File: src/rtl/bdpc_pkg.sv
// Shared types and constants for the button debounce and press classifier.
`default_nettype none
package bdpc_pkg;

  localparam int TimeW  = 32;
  localparam int CfgW   = 16;
  localparam int EventW = 2;
  localparam int AddrW  = 4;
  localparam int DataW  = 32;

  // press_event codes
  localparam logic [EventW-1:0] EVENT_NONE  = 2'd0;
  localparam logic [EventW-1:0] EVENT_SHORT = 2'd1;
  localparam logic [EventW-1:0] EVENT_LONG  = 2'd2;

  // register indexes (byte address = 4 * index)
  localparam logic [1:0] REG_DEBOUNCE   = 2'd0;
  localparam logic [1:0] REG_LONG_PRESS = 2'd1;
  localparam logic [1:0] REG_IDLE_LEVEL = 2'd2;

  localparam logic [CfgW-1:0] DEBOUNCE_RST   = 16'd35;
  localparam logic [CfgW-1:0] LONG_PRESS_RST = 16'd1100;
  localparam logic            IDLE_LEVEL_RST = 1'b0;

  typedef struct packed {
    logic [CfgW-1:0] debounce_time;
    logic [CfgW-1:0] long_press_time;
    logic            idle_level;
  } cfg_t;

  // idle level rewrite: debounce state set to the new level with no press; time stamps kept
  typedef struct packed {
    logic wr;
    logic level;
  } idle_load_t;

endpackage
`default_nettype wire

File: src/rtl/bdpc_cfg_regs.sv
// APB-style configuration registers of the press classifier.
`default_nettype none
module bdpc_cfg_regs (
  input  wire logic                       clk,
  input  wire logic                       rst,
  input  wire logic                       psel,
  input  wire logic                       penable,
  input  wire logic                       pwrite,
  input  wire logic [bdpc_pkg::AddrW-1:0] paddr,
  input  wire logic [bdpc_pkg::DataW-1:0] pwdata,
  output logic      [bdpc_pkg::DataW-1:0] prdata,
  output logic                            pready,
  output bdpc_pkg::cfg_t                  cfg,
  output bdpc_pkg::idle_load_t            idle_load
);
  import bdpc_pkg::*;

  logic       wr_en;
  logic [1:0] reg_idx;

  assign pready  = 1'b1;
  assign reg_idx = paddr[AddrW-1:2];
  assign wr_en   = psel && penable && pwrite;

  always_ff @(posedge clk) begin
    if (rst) begin
      cfg.debounce_time   <= DEBOUNCE_RST;
      cfg.long_press_time <= LONG_PRESS_RST;
      cfg.idle_level      <= IDLE_LEVEL_RST;
    end else if (wr_en) begin
      case (reg_idx)
        REG_DEBOUNCE:   cfg.debounce_time   <= pwdata[CfgW-1:0];
        REG_LONG_PRESS: cfg.long_press_time <= pwdata[CfgW-1:0];
        REG_IDLE_LEVEL: cfg.idle_level      <= pwdata[0];
        default: ;
      endcase
    end
  end

  assign idle_load.wr    = wr_en && (reg_idx == REG_IDLE_LEVEL);
  assign idle_load.level = pwdata[0];

  always_comb begin
    prdata = '0;
    case (reg_idx)
      REG_DEBOUNCE:   prdata[CfgW-1:0] = cfg.debounce_time;
      REG_LONG_PRESS: prdata[CfgW-1:0] = cfg.long_press_time;
      REG_IDLE_LEVEL: prdata[0]        = cfg.idle_level;
      default:        prdata           = '0;
    endcase
  end

endmodule
`default_nettype wire

File: src/rtl/bdpc_classifier.sv
// Debounce state and press classification for one sample.
`default_nettype none
module bdpc_classifier (
  input  wire logic                        clk,
  input  wire logic                        rst,
  input  wire logic                        fire,
  input  wire logic                        raw,
  input  wire logic [bdpc_pkg::TimeW-1:0]  now,
  input  bdpc_pkg::cfg_t                   cfg,
  input  bdpc_pkg::idle_load_t             idle_load,
  output logic      [bdpc_pkg::EventW-1:0] event_code
);
  import bdpc_pkg::*;

  logic             previous_raw, previous_raw_next;
  logic             stable_level, stable_level_next;
  logic             is_pressed, is_pressed_next;
  logic [TimeW-1:0] change_stamp, change_stamp_next;
  logic [TimeW-1:0] press_stamp, press_stamp_next;

  logic [TimeW-1:0] since_change;
  logic [TimeW-1:0] held;
  logic             settled;
  logic             down;

  always_comb begin
    previous_raw_next = previous_raw;
    stable_level_next = stable_level;
    is_pressed_next   = is_pressed;
    change_stamp_next = change_stamp;
    press_stamp_next  = press_stamp;
    event_code        = EVENT_NONE;

    // a raw edge restarts the timer, so elapsed time is then zero
    if (raw != previous_raw) begin
      previous_raw_next = raw;
      change_stamp_next = now;
    end
    since_change = now - change_stamp_next;
    held         = now - press_stamp;
    settled      = (since_change >= {{(TimeW-CfgW){1'b0}}, cfg.debounce_time})
                   && (raw != stable_level);
    down         = (raw != cfg.idle_level);

    if (settled) begin
      stable_level_next = raw;
      if (down && !is_pressed) begin
        is_pressed_next  = 1'b1;
        press_stamp_next = now;
      end else if (!down && is_pressed) begin
        is_pressed_next = 1'b0;
        event_code = (held >= {{(TimeW-CfgW){1'b0}}, cfg.long_press_time})
                     ? EVENT_LONG : EVENT_SHORT;
      end
    end
  end

  always_ff @(posedge clk) begin
    if (rst) begin
      previous_raw <= IDLE_LEVEL_RST;
      stable_level <= IDLE_LEVEL_RST;
      is_pressed   <= 1'b0;
      change_stamp <= '0;
      press_stamp  <= '0;
    end else if (idle_load.wr) begin
      previous_raw <= idle_load.level;
      stable_level <= idle_load.level;
      is_pressed   <= 1'b0;
    end else if (fire) begin
      previous_raw <= previous_raw_next;
      stable_level <= stable_level_next;
      is_pressed   <= is_pressed_next;
      change_stamp <= change_stamp_next;
      press_stamp  <= press_stamp_next;
    end
  end

endmodule
`default_nettype wire

File: src/rtl/button_debounce_press_classifier_core.sv
// Top level of the button debounce and short/long press classifier.
// Path: input register, then result register. Throughput when not stalled:
//   one sample per cycle; the input register feeds the classifier,
//   whose state is updated at the same edge that loads the result register.
// Reset (rst, synchronous): pipeline emptied, registers to 35 ms / 1100 ms /
//   idle low, debounce state to idle with no press and zero time stamps.
`default_nettype none
module button_debounce_press_classifier_core (
  input  wire logic                        clk,
  input  wire logic                        rst,
  // sample channel
  input  wire logic                        in_valid,
  output logic                             in_stall,
  input  wire logic                        raw_level,
  input  wire logic [bdpc_pkg::TimeW-1:0]  now_time,
  // result channel
  output logic                             out_valid,
  input  wire logic                        out_stall,
  output logic      [bdpc_pkg::EventW-1:0] press_event,
  // configuration port
  input  wire logic                        psel,
  input  wire logic                        penable,
  input  wire logic                        pwrite,
  input  wire logic [bdpc_pkg::AddrW-1:0]  paddr,
  input  wire logic [bdpc_pkg::DataW-1:0]  pwdata,
  output logic      [bdpc_pkg::DataW-1:0]  prdata,
  output logic                             pready
);
  import bdpc_pkg::*;

  cfg_t       cfg;
  idle_load_t idle_load;

  // input register
  logic             s1_valid;
  logic             s1_raw;
  logic [TimeW-1:0] s1_now;

  logic              advance;     // s1 item moves into the result register
  logic              in_fire;
  logic [EventW-1:0] event_code;

  assign advance  = s1_valid && (!out_valid || !out_stall);
  assign in_stall = s1_valid && !advance;
  assign in_fire  = in_valid && !in_stall;

  always_ff @(posedge clk) begin
    if (rst) begin
      s1_valid <= 1'b0;
    end else if (in_fire) begin
      s1_valid <= 1'b1;
    end else if (advance) begin
      s1_valid <= 1'b0;
    end
  end

  always_ff @(posedge clk) begin
    if (in_fire) begin
      s1_raw <= raw_level;
      s1_now <= now_time;
    end
  end

  bdpc_cfg_regs u_cfg (
    .clk       (clk),
    .rst       (rst),
    .psel      (psel),
    .penable   (penable),
    .pwrite    (pwrite),
    .paddr     (paddr),
    .pwdata    (pwdata),
    .prdata    (prdata),
    .pready    (pready),
    .cfg       (cfg),
    .idle_load (idle_load)
  );

  bdpc_classifier u_cls (
    .clk        (clk),
    .rst        (rst),
    .fire       (advance),
    .raw        (s1_raw),
    .now        (s1_now),
    .cfg        (cfg),
    .idle_load  (idle_load),
    .event_code (event_code)
  );

  // result register: holds while stalled, takes the next item otherwise
  always_ff @(posedge clk) begin
    if (rst) begin
      out_valid <= 1'b0;
    end else if (advance) begin
      out_valid <= 1'b1;
    end else if (!out_stall) begin
      out_valid <= 1'b0;
    end
  end

  always_ff @(posedge clk) begin
    if (advance) begin
      press_event <= event_code;
    end
  end

endmodule
`default_nettype wire

File: config.mk
export PLATFORM = sky130hd
export DESIGN_NAME = button_debounce_press_classifier_core
export DESIGN_NICKNAME = d
export VERILOG_FILES = /design/src/rtl/bdpc_pkg.sv /design/src/rtl/bdpc_cfg_regs.sv /design/src/rtl/bdpc_classifier.sv /design/src/rtl/button_debounce_press_classifier_core.sv
export SDC_FILE = /design/constraint.sdc
export NUM_CORES = 1
export LEC_CHECK = 0
export BUFFER_PORTS_ARGS = -buffer_cell sky130_fd_sc_hd__buf_4
export CAP_MARGIN = 20
export CORE_MARGIN = 10
export CORE_UTILIZATION = 45
export DETAILED_ROUTE_END_ITERATION = 6
export PLACE_DENSITY_LB_ADDON = 0.15
export SLEW_MARGIN = 0
export SYNTH_ARGS = -nofsm -noshare
export SYNTH_HDL_FRONTEND = slang
export SYNTH_SLANG_ARGS = --single-unit
File: constraint.sdc
create_clock -name clk -period 5.4 [get_ports clk]
set_input_delay 0.54 -clock clk [delete_from_list [all_inputs] [get_ports clk]]
set_output_delay 0.54 -clock clk [all_outputs]
set_load 0.02 [all_outputs]
==> results summary, run 1 <==
After detailed routing, the number of vias per cell comes to 5.49. The placed standard-cell area came out at roughly 12000 µm². The number of enable-type register cells in the synthesized netlist came out at 35.

The fill cell total of the finished layout came out at 2310. Of the total synthesized cell area, the portion taken by full adders, half adders and majority gates is 0.105. During synthesis, Yosys emitted a total of 0 warnings. A synthesized cell averages a little over 8 µm².

The reg2reg setup slack came out at 0.31 ns. The compound-gate portion of the synthesized area came to 0.206. In the global route stage, met3 resource usage came out at 0.0340. The effective utilization at floorplan is 0.455. The worst hold path terminates at s1_now[31]$_DFFE_PP_. The static leakage is between 0.004 and 0.005 µW. The data required time at the worst endpoint came out at about 5.7 ns. The shortest period the worst path allows came out at ~5.1 ns.

The routed wire length came out at between 20000 and 30000 µm. The congestion estimate from routability-driven global placement came to between 0.9 and 1. After synthesis, the cell types taking the most area are dfxtp_1 (19%), ha_1 (10%), edfxtp_1 (9.9%). The category of the worst setup path capture point is a flip-flop. The tool flagged a number of max-cap violations equal to 0.

Of the available clock period, the critical path in the final layout requires 0.943. For met2 alone, demand over resource in global routing was 0.299. Setup repair after global routing left no endpoint under its margin.

The antenna diode count is 0. The number of stages on the worst hold path came out at 1. The remaining design rule violation count is 0. The path class of the tightest hold or removal check is in2reg. The worst reg-to-reg path cell count is 22. The top-area cell type share of the netlist area came out at 0.192.

Of the total synthesized cell area, the portion taken by AND, OR, NAND and NOR gates is 0.215. In this run the core area contains 56 standard-cell rows. The global route total overflow came out at 0.

Of the synthesized area, sequential elements account for 0.290. TritonCTS built the clock tree. The headroom to the max-slew limit is 0.511. The CTS sink count is ~140. The maximum number of pins on one net before global-route repair came out at 83. In this run the most critical hold path is launched from now_time[31]. The maximum net fanout on the critical path came out at 15.

The first global-routing pass estimated about 48000 µm of wire. The number of I/O pins is 113. Counting along the longest clock path gives a buffer depth of 2. The final design area excluding fillers came out at between 10000 and 15000 µm². The sequential cells in the finished layout cover a total of 3090 µm². Summing every instance area after synthesis gives 10700 µm². Dividing the detail-routed wire length by the instance count gives ~17 µm. The share of cell area taken by muxes after synthesis is 0.0678. The die is about 170 µm tall. The power density of the placed cells came out at between 200 and 300 nW/µm².

The number of buffers created by CTS is 17. The total number of vias came out at approximately 9400. The die covers approximately 30000 µm². The summed negative setup slack over all endpoints came out at 0 ns.

The actual slew at the worst max-slew pin is 0.733 ns. The final setup violation count is 0. The startpoint identified for the worst register-to-register timing path is s1_raw$_DFFE_PP_. The global routing's busiest layer is met2.

For this run, the leading register cell type out of synthesis is dfxtp_1. The worst voltage drop across the vdd grid is between 0.15 and 0.2 mV. The post-detailed-route count of antenna-violating nets came out at 0. The main combinational cell family by area after synthesis is simple AND/OR/NAND/NOR gates. The number of distinct library cell variants in the gate-level netlist after synthesis came out at slightly below 80. The fraction of layout instances using a drive strength above 1 came out at 0.122. The net count reported at finish is between 1500 and 2000.

After clock tree synthesis, the flow added hold-fix buffers numbering 0. The post-synthesis instance total came out at roughly 1300. The estimated wirelength of the detail-placed design came out at approximately 23000 µm.

The fraction of registers with async set or reset after synthesis came out at 0. The number of slew-limit violations in the final report is 0. The routing usage on met1 is 0.271. The run finished with clean final reports.

In the final layout, the multi-input gates occupy 6890 µm². The worst endpoint data arrival time came out at roughly 5.4 ns. The clock network latency to the later pin of the worst-skew pair came out at around 0.43 ns. The first routing iteration left about 660 violations. dfxtp_1 takes more of the synthesized area than any other cell. The worst clock skew came out at approximately 0.016 ns. The maximum level of the CTS H-tree came out at 4. Compared with the post-synthesis result, the final layout area differs by 14.9%. The via count of the first global-routing pass is 9055. The worst register-to-register path ends at u_cls.press_stamp[7]$_SDFFE_PP0P_. The initial antenna violation count was 0. The critical path is of the reg2reg type. After clock tree synthesis, the clock-pin slew on the worst setup and hold paths is approximately 0.070 ns. The aggregate global-route resource usage is 0.193. Port buffering added 77 buffers. The total of flip-flops plus latches after synthesis is 137. The die outline width came out at around 170 µm. The core box area came out at 23400 µm².

The peak clock frequency supported by timing is 196 MHz. STA classifies the critical path startpoint as a flip-flop. The final count of hold timing violations is 0. The post-synthesis xor/xnor area fraction came out at 0.0417.

The pre-antenna-repair detailed-routing pass consisted of 5 iterations. The tree is rooted in a clkbuf_16.
critical path: stages (launching register included):
cell	delay (ns)
edfxtp_1	0.42
xnor2_2	0.24
o21ai_1	0.12
ha_2	0.23
nand2b_1	0.15
maj3_1	0.37
a31oi_1	0.30
a22o_2	0.22
buf_4	0.16
a21oi_4	0.06
nand2_1	0.11
xor2_1	0.17
ha_1	0.27
a221oi_2	0.28
nand4_1	0.14
a2111oi_1	0.40
o211ai_1	0.14
nor4_1	0.17
and4_1	0.25
nand4_2	0.14
and4b_2	0.32
buf_12	0.18
mux2i_1	0.12
area by class of cell:
type / count / share of cell area
clock buffer: 20 / 0.0374
clock inverter: 12 / 0.0153
inverter: 98 / 0.0301
multi-input combinational: 1021 / 0.563
sequential: 137 / 0.253
tap: 319 / 0.0326
timing repair buffer: 108 / 0.0693
routing by layer:
metal,part of all wire,routed length (µm)
met1,0.51,15000
met2,0.44,13100
met3,0.036,1070
met4,0.012,367
met5,0,0
cell families (layout without fill, tap and decap cells):
logic type      count (synthesis)  count (layout)
fa+ha+maj                      89              89
buf+inv                       179             238
xor+xnor                       49              49
other cells                     2              17
flops                         137             137
simple gates                  461             461
mux                            72              72
compound gates                333             333
through the flow:
| step | hold slack (ns) | utilization | worst slack, ns | total power, µW | std cells |
|---|---|---|---|---|---|
| 3_3_place_gp | 0.454 | 0.493 | 0.284 | 2100 | 1680 |
| 3_5_place_dp | 0.459 | 0.494 | 0.189 | 2110 | 1681 |
| 2_1_floorplan | 0.445 | - | 0.0954 | 1860 | 1337 |
| 5_1_grt | 0.265 | 0.523 | 0.00983 | 3600 | 1715 |
| 6_report | 0.280 | 0.523 | 0.309 | 3410 | 1715 |
| 4_1_cts | 0.267 | 0.521 | 0.146 | 3420 | 1713 |
flip-flops by register name, indices dropped and copies added (netlist names), 2 cells and up:
name,cells
u_cls.change_stamp,32
s1_now,32
u_cfg.cfg,33
press_event,2
u_cls.press_stamp,32
cells in the mapped netlist, types with 21 or more instances:
cell type  number
inv_1          98
edfxtp_1       35
a211oi_1       33
dfxtp_1       102
xnor2_1        30
a21o_1         31
mux2i_1        71
a21oi_1       112
nand2_1       143
nor2_1        103
nand2b_1       82
clkbuf_1       44
nor3_1         22
o21ai_0        48
nand4_1        21
ha_1           86
worst max-delay path by stage:
stage                           startpoint                                  to  slack, ns  cells after the start
final                     s1_raw$_DFFE_PP_   u_cls.press_stamp[7]$_SDFFE_PP0P_       0.31                     22
after global routing      s1_raw$_DFFE_PP_   u_cls.press_stamp[7]$_SDFFE_PP0P_       0.01                     22
after CTS                 s1_raw$_DFFE_PP_  u_cls.press_stamp[26]$_SDFFE_PP0P_       0.15                     24
after detailed placement  s1_raw$_DFFE_PP_  u_cls.press_stamp[26]$_SDFFE_PP0P_       0.19                     24
after global placement    s1_raw$_DFFE_PP_  u_cls.press_stamp[26]$_SDFFE_PP0P_       0.28                     24
after floorplan           s1_raw$_DFFE_PP_  u_cls.press_stamp[10]$_SDFFE_PP0P_        0.1                     25
what timing repair did:
item / 4_1_cts / 5_1_grt
endpoints found under the setup margin: 0 / 36
setup buffers: 0 / 2
resized for setup: 0 / 10
placed cells by master, fill, tap and decap left out, types with 30 or more instances in the layout:
master    synthesis  routed
ha_1             86      85
buf_4            17     105
nor2_1          103     102
o21ai_0          48      44
nand2_1         143     143
nand2b_1         82      82
a21o_1           31      31
inv_1            98      98
mux2i_1          71      71
xnor2_1          30      30
edfxtp_1         35      35
dfxtp_1         102     102
a21oi_1         112     111
a211oi_1         33      33
power breakdown:
group          total (µW)  internal (µW)  switching, µW  leakage (µW)
Clock                1300            810            488      0.000313
Combinational         971            408            563       0.00332
Sequential           1140           1100           45.7       0.00117
No activity file was read; power rests on OpenSTA's default activity.
==> inputs of run 2 (changes only) <==
--- a/config.mk
+++ b/config.mk
@@ -5,13 +5,14 @@
 export SDC_FILE = /design/constraint.sdc
 export NUM_CORES = 1
 export LEC_CHECK = 0
-export BUFFER_PORTS_ARGS = -buffer_cell sky130_fd_sc_hd__buf_4
 export CAP_MARGIN = 20
 export CORE_MARGIN = 10
 export CORE_UTILIZATION = 45
 export DETAILED_ROUTE_END_ITERATION = 6
-export PLACE_DENSITY_LB_ADDON = 0.15
+export DONT_BUFFER_PORTS = 1
+export PLACE_DENSITY = 0.62
 export SLEW_MARGIN = 0
 export SYNTH_ARGS = -nofsm -noshare
 export SYNTH_HDL_FRONTEND = slang
+export SYNTH_HIERARCHICAL = 1
 export SYNTH_SLANG_ARGS = --single-unit
==> run 2 against run 1 <==
Utilization decreased by 1.6 points; critical path depth increased by 2; maximum frequency about the same; first-iteration DRC count decreased by 8.6%; register-to-register slack about the same; clock power shrank 12%.
==> results summary, run 2 <==
The number of distinct library cell variants in the gate-level netlist after synthesis came out at 79 (unchanged). The core box area is 23600 µm² (was 23400 µm²). The category of the worst setup path capture point is a flip-flop (unchanged). Result of the run: finished clean (unchanged).

The worst reg2reg path endpoint is u_cls/press_stamp[24]$_SDFFE_PP0P_ (was u_cls.press_stamp[7]$_SDFFE_PP0P_). The met3 wire length came out at 1560 µm (was 1070 µm). The global-route wire length before repair came to 46500 µm (was 47700 µm). The actual slew at the worst max-slew pin came out at 1.05 ns (was 0.733 ns). The DRC marker count from the first detailed-route iteration is 602 (was 659).

The maximum number of pins on one net before global-route repair is 157 (was 83). The number of stages on the worst hold path came out at 1 (unchanged). Most frequent cells in the layout: nand2b_1 (124), mux2i_1 (104), dfxtp_1 (102) (was nand2_1 (143), a21oi_1 (111), buf_4 (105)). The max-cap check violation count is 0 (unchanged).

The start point of the worst hold path is rst (was now_time[31]). The number of buffers created by CTS came to 17 (unchanged). The share of the yosys chip area belonging to registers came out at 0.284 (was 0.290). The routed wire length is 29500 µm (about the same).

The final count of hold timing violations came out at 0 (unchanged). The estimated wirelength of the detail-placed design was 22400 µm (was 23000 µm). The net switching fraction of the power came out at 0.330 (was 0.321). The length of the first detailed-routing pass in iterations came out at 7 (was 5). The final setup violation count came out at 0 (unchanged). The reg2reg setup slack came to 0.31 ns (about the same). Leading post-synthesis cells by cell area: dfxtp_1 (19%), ha_1 (9.9%), mux2i_1 (9.8%) (was dfxtp_1 (19%), ha_1 (10%), edfxtp_1 (9.9%)). The count of buffers from port buffering is 0 (was 77). The headroom to the max-slew limit came out at 0.302 (was 0.511). The met1 routed wirelength after detailed routing is 13900 µm (was 15000 µm). The total number of vias was 9145 (was 9416).

The worst endpoint data arrival time came to 5.39 ns (about the same). The library cell occupying the most area in the post-synthesis netlist is dfxtp_1 (unchanged). Commonest cells in the netlist: nand2b_1 (124), mux2i_1 (107), dfxtp_1 (102) (was nand2_1 (143), a21oi_1 (112), nor2_1 (103)). The part of the power in combinational logic was 0.303 (was 0.285).

The CTS sink count is 137 (unchanged). The total of flip-flops plus latches after synthesis came out at 137 (unchanged). The most frequently used flop master after synthesis is dfxtp_1 (unchanged). The final standard cell utilization of the core came to 0.507 (was 0.523). The clock network fraction of total power came out at 0.347 (was 0.380). The top cell family by delay on the critical path is compound AO/OA/AOI/OAI gates (unchanged).

The final worst-path cycle share is 0.943 (about the same). The average wire per standard cell came out at 18.0 µm (was 17.2 µm). The sequential fraction of design power came out at 0.350 (was 0.335). The buffer type at the clock tree root is clkbuf_16 (unchanged). The clock tree buffer depth is 2 (unchanged).

The remaining design rule violation count came out at 0 (unchanged). The worst path buffer plus inverter count was 2 (unchanged). The slowest cell on the critical path is edfxtp_1 (unchanged).

The synthesized cell area is 10900 µm² (was 10700 µm²). The mean instance size in the synthesized netlist is 8.37 µm² (was 8.06 µm²). The number of enable-type register cells in the synthesized netlist is 35 (unchanged). The Yosys warning count is 6 (was 0).

The wire length on met2 came out at 13500 µm (was 13100 µm). The effective utilization at floorplan came out at 0.461 (was 0.455). The most common cell after layout, fill and taps aside is nand2b_1 (was nand2_1). The shortest period the worst path allows is 5.09 ns (about the same). The static leakage was 0.00459 µW (was 0.00480 µW). The TritonCTS clock tree is done (unchanged).

The path class of the lowest-slack min-delay path was in2reg (unchanged). The power density of the placed cells came out at 274 nW/µm² (was 279 nW/µm²). The post-detailed-route count of antenna-violating nets is 0 (unchanged).

The via count of the first global-routing pass came out at 8710 (was 9055). The number of rows in the core area came out at 56 (unchanged). The longest individual stage delay on the worst path is 0.47 ns (was 0.42 ns). The number of flip-flops under the largest register name is 33 (unchanged). The start-to-end type of the worst setup path was reg2reg (unchanged). The aggregate global-route resource usage came to 0.187 (was 0.193).

The maximum level of the CTS H-tree came out at 4 (unchanged). The clock network latency to the later pin of the worst-skew pair came out at 0.42 ns (was 0.43 ns). The peak clock frequency supported by timing is 196 MHz (about the same). The worst voltage drop across the vdd grid is 0.212 mV (was 0.166 mV). The placer's final routability congestion estimate is 0.926 (was 0.908). The summed negative setup slack over all endpoints came to 0 ns (unchanged).

The maximum net fanout on the critical path is 32 (was 15). The element type at the critical path start was a flip-flop (unchanged). The library cell with the highest instance count after synthesis was nand2b_1 (was nand2_1). The global route total overflow is 0 (unchanged). The net count reported at finish is 1466 (was 1546). Crit-path cells: xnor2_4, nand2_1, o21ai_1, ha_2, inv_1, ha_1, a21oi_4, o32ai_4, o21ai_2, a31oi_2, xor2_1, ha_1, and3_1, o21ai_2, o221ai_1, a311oi_1, o2111ai_1, a211oi_1, nand3_1, nor4_2, nand4_1, and4_4, buf_12, mux2i_2 (was xnor2_2, o21ai_1, ha_2, nand2b_1, maj3_1, a31oi_1, a22o_2, buf_4, a21oi_4, nand2_1, xor2_1, ha_1, a221oi_2, nand4_1, a2111oi_1, o211ai_1, nor4_1, and4_1, nand4_2, and4b_2, buf_12, mux2i_1). The number of slew-limit violations in the final report came out at 0 (unchanged). The area of the die is 30800 µm² (was 30200 µm²).

The register containing the most flip-flops in the final layout was u_cfg/cfg (was u_cfg.cfg). The die outline width came out at 175 µm (was 174 µm). The worst reg-to-reg path cell count came to 24 (was 22). The initial antenna violation count came out at 1 (was 0).

The switching power is 1080 µW (was 1100 µW). The growth of design area from synthesis to finish is 10.1% (was 14.9%). The top-area cell type share of the netlist area came out at 0.188 (was 0.192). The fraction of registers with async set or reset after synthesis is 0 (unchanged). The clock input transition at the sequential cells of the worst setup and hold paths came out at 0.06 ns (was 0.07 ns).

The height of the die is 175 µm (was 174 µm). The post-synthesis instance total came out at 1300 (was 1322). The highest metal layer with signal wires was met4 (unchanged). The number of I/O pins is 113 (unchanged). The fraction of layout instances using a drive strength above 1 came out at 0.0866 (was 0.122).

The final-layout worst hold slack is 0.198 ns (was 0.280 ns). The total internal power is 2190 µW (was 2310 µW). The hold-critical path endpoint is s1_valid$_SDFFE_PP0P_ (was s1_now[31]$_DFFE_PP_). The origin of the critical flop-to-flop path is s1_raw$_DFFE_PP_ (unchanged). The via count normalized by instance count is 5.59 (was 5.49). The worst clock skew is 0.0112 ns (was 0.0163 ns). The data required time at the worst endpoint is 5.70 ns (about the same).
run 2: changes by cell type in the layout (fill, tap and decap cells not counted), moves of 10 or more:
cell      before  now
buf_4        105   41
nand2_1      143   92
nand2b_1      82  124
mux2i_1       71  104
a21oi_1      111   89
and2_1         2   12
run 2: metal layers:
layer,GRT usage,vias to the layer above
li1,-,4569
met1,0.251,4301
met2,0.296,242
met3,0.0317,33
met4,0.0618,0
met5,0,-
run 2: what timing repair did:
action | 4_1_cts | 5_1_grt
setup buffers | 0 | 13
resized for setup | 0 | 19
hold buffers | 0 | 0
setup endpoints to repair | 0 | 36
run 2: kinds of logic (layout without fill, tap and decap cells):
| kind of cell | Yosys count | in the layout | share of synthesized area |
|---|---|---|---|
| adder cells (fa/ha/maj) | 89 | 89 | 0.103 |
| AO/OA/AOI/OAI | 290 | 290 | 0.178 |
| multiplexers | 108 | 108 | 0.0995 |
| buffers and inverters | 174 | 175 | 0.0740 |
| other | 2 | 18 | 0.000690 |
| flip-flops | 137 | 137 | 0.284 |
| AND/OR/NAND/NOR | 446 | 446 | 0.216 |
| XOR/XNOR | 54 | 54 | 0.0449 |
run 2: layout make-up:
cell class / count / area, µm²
Multi-Input combinational cell: 1004 / 7150
Clock inverter: 12 / 128
Clock buffer: 20 / 437
Inverter: 98 / 368
Antenna cell: 1 / 2.50
Fill cell: 2242 / 11600
Timing Repair Buffer: 45 / 393
Sequential cell: 137 / 3090
Tap cell: 319 / 399
run 2: power groups by stage:
stage / clock (µW) / combinational [µW] / sequential, µW
global placement: 0 / 928 / 1160
floorplan: 0 / 737 / 1150
CTS: 1160 / 942 / 1140
global route: 1210 / 1100 / 1150
detailed placement: 0 / 936 / 1170
finish: 1140 / 993 / 1150
run 2: how the worst max path moves through the flow:
stage,start,slack (ns),endpoint,depth (start not counted)
global placement,s1_raw$_DFFE_PP_,0.11,u_cls/press_stamp[20]$_SDFFE_PP0P_,23
CTS,s1_raw$_DFFE_PP_,0.005,u_cls/press_stamp[31]$_SDFFE_PP0P_,23
finish,s1_raw$_DFFE_PP_,0.31,u_cls/press_stamp[24]$_SDFFE_PP0P_,24
detailed placement,s1_raw$_DFFE_PP_,0.05,u_cls/press_stamp[23]$_SDFFE_PP0P_,23
floorplan,s1_raw$_DFFE_PP_,0.03,u_cls/press_stamp[10]$_SDFFE_PP0P_,29
global route,s1_raw$_DFFE_PP_,-0.02,press_event[1]$_DFFE_PP_,25
run 2: per-stage QoR:
stage	setup WS (ns)	total power [µW]	instance area, µm²	cells
finish	0.310	3280	12000	1636
global placement	0.110	2090	11200	1589
CTS	0.00537	3250	11800	1621
global route	-0.0178	3460	12000	1635
floorplan	0.0340	1880	11000	1315
detailed placement	0.0505	2100	11200	1589
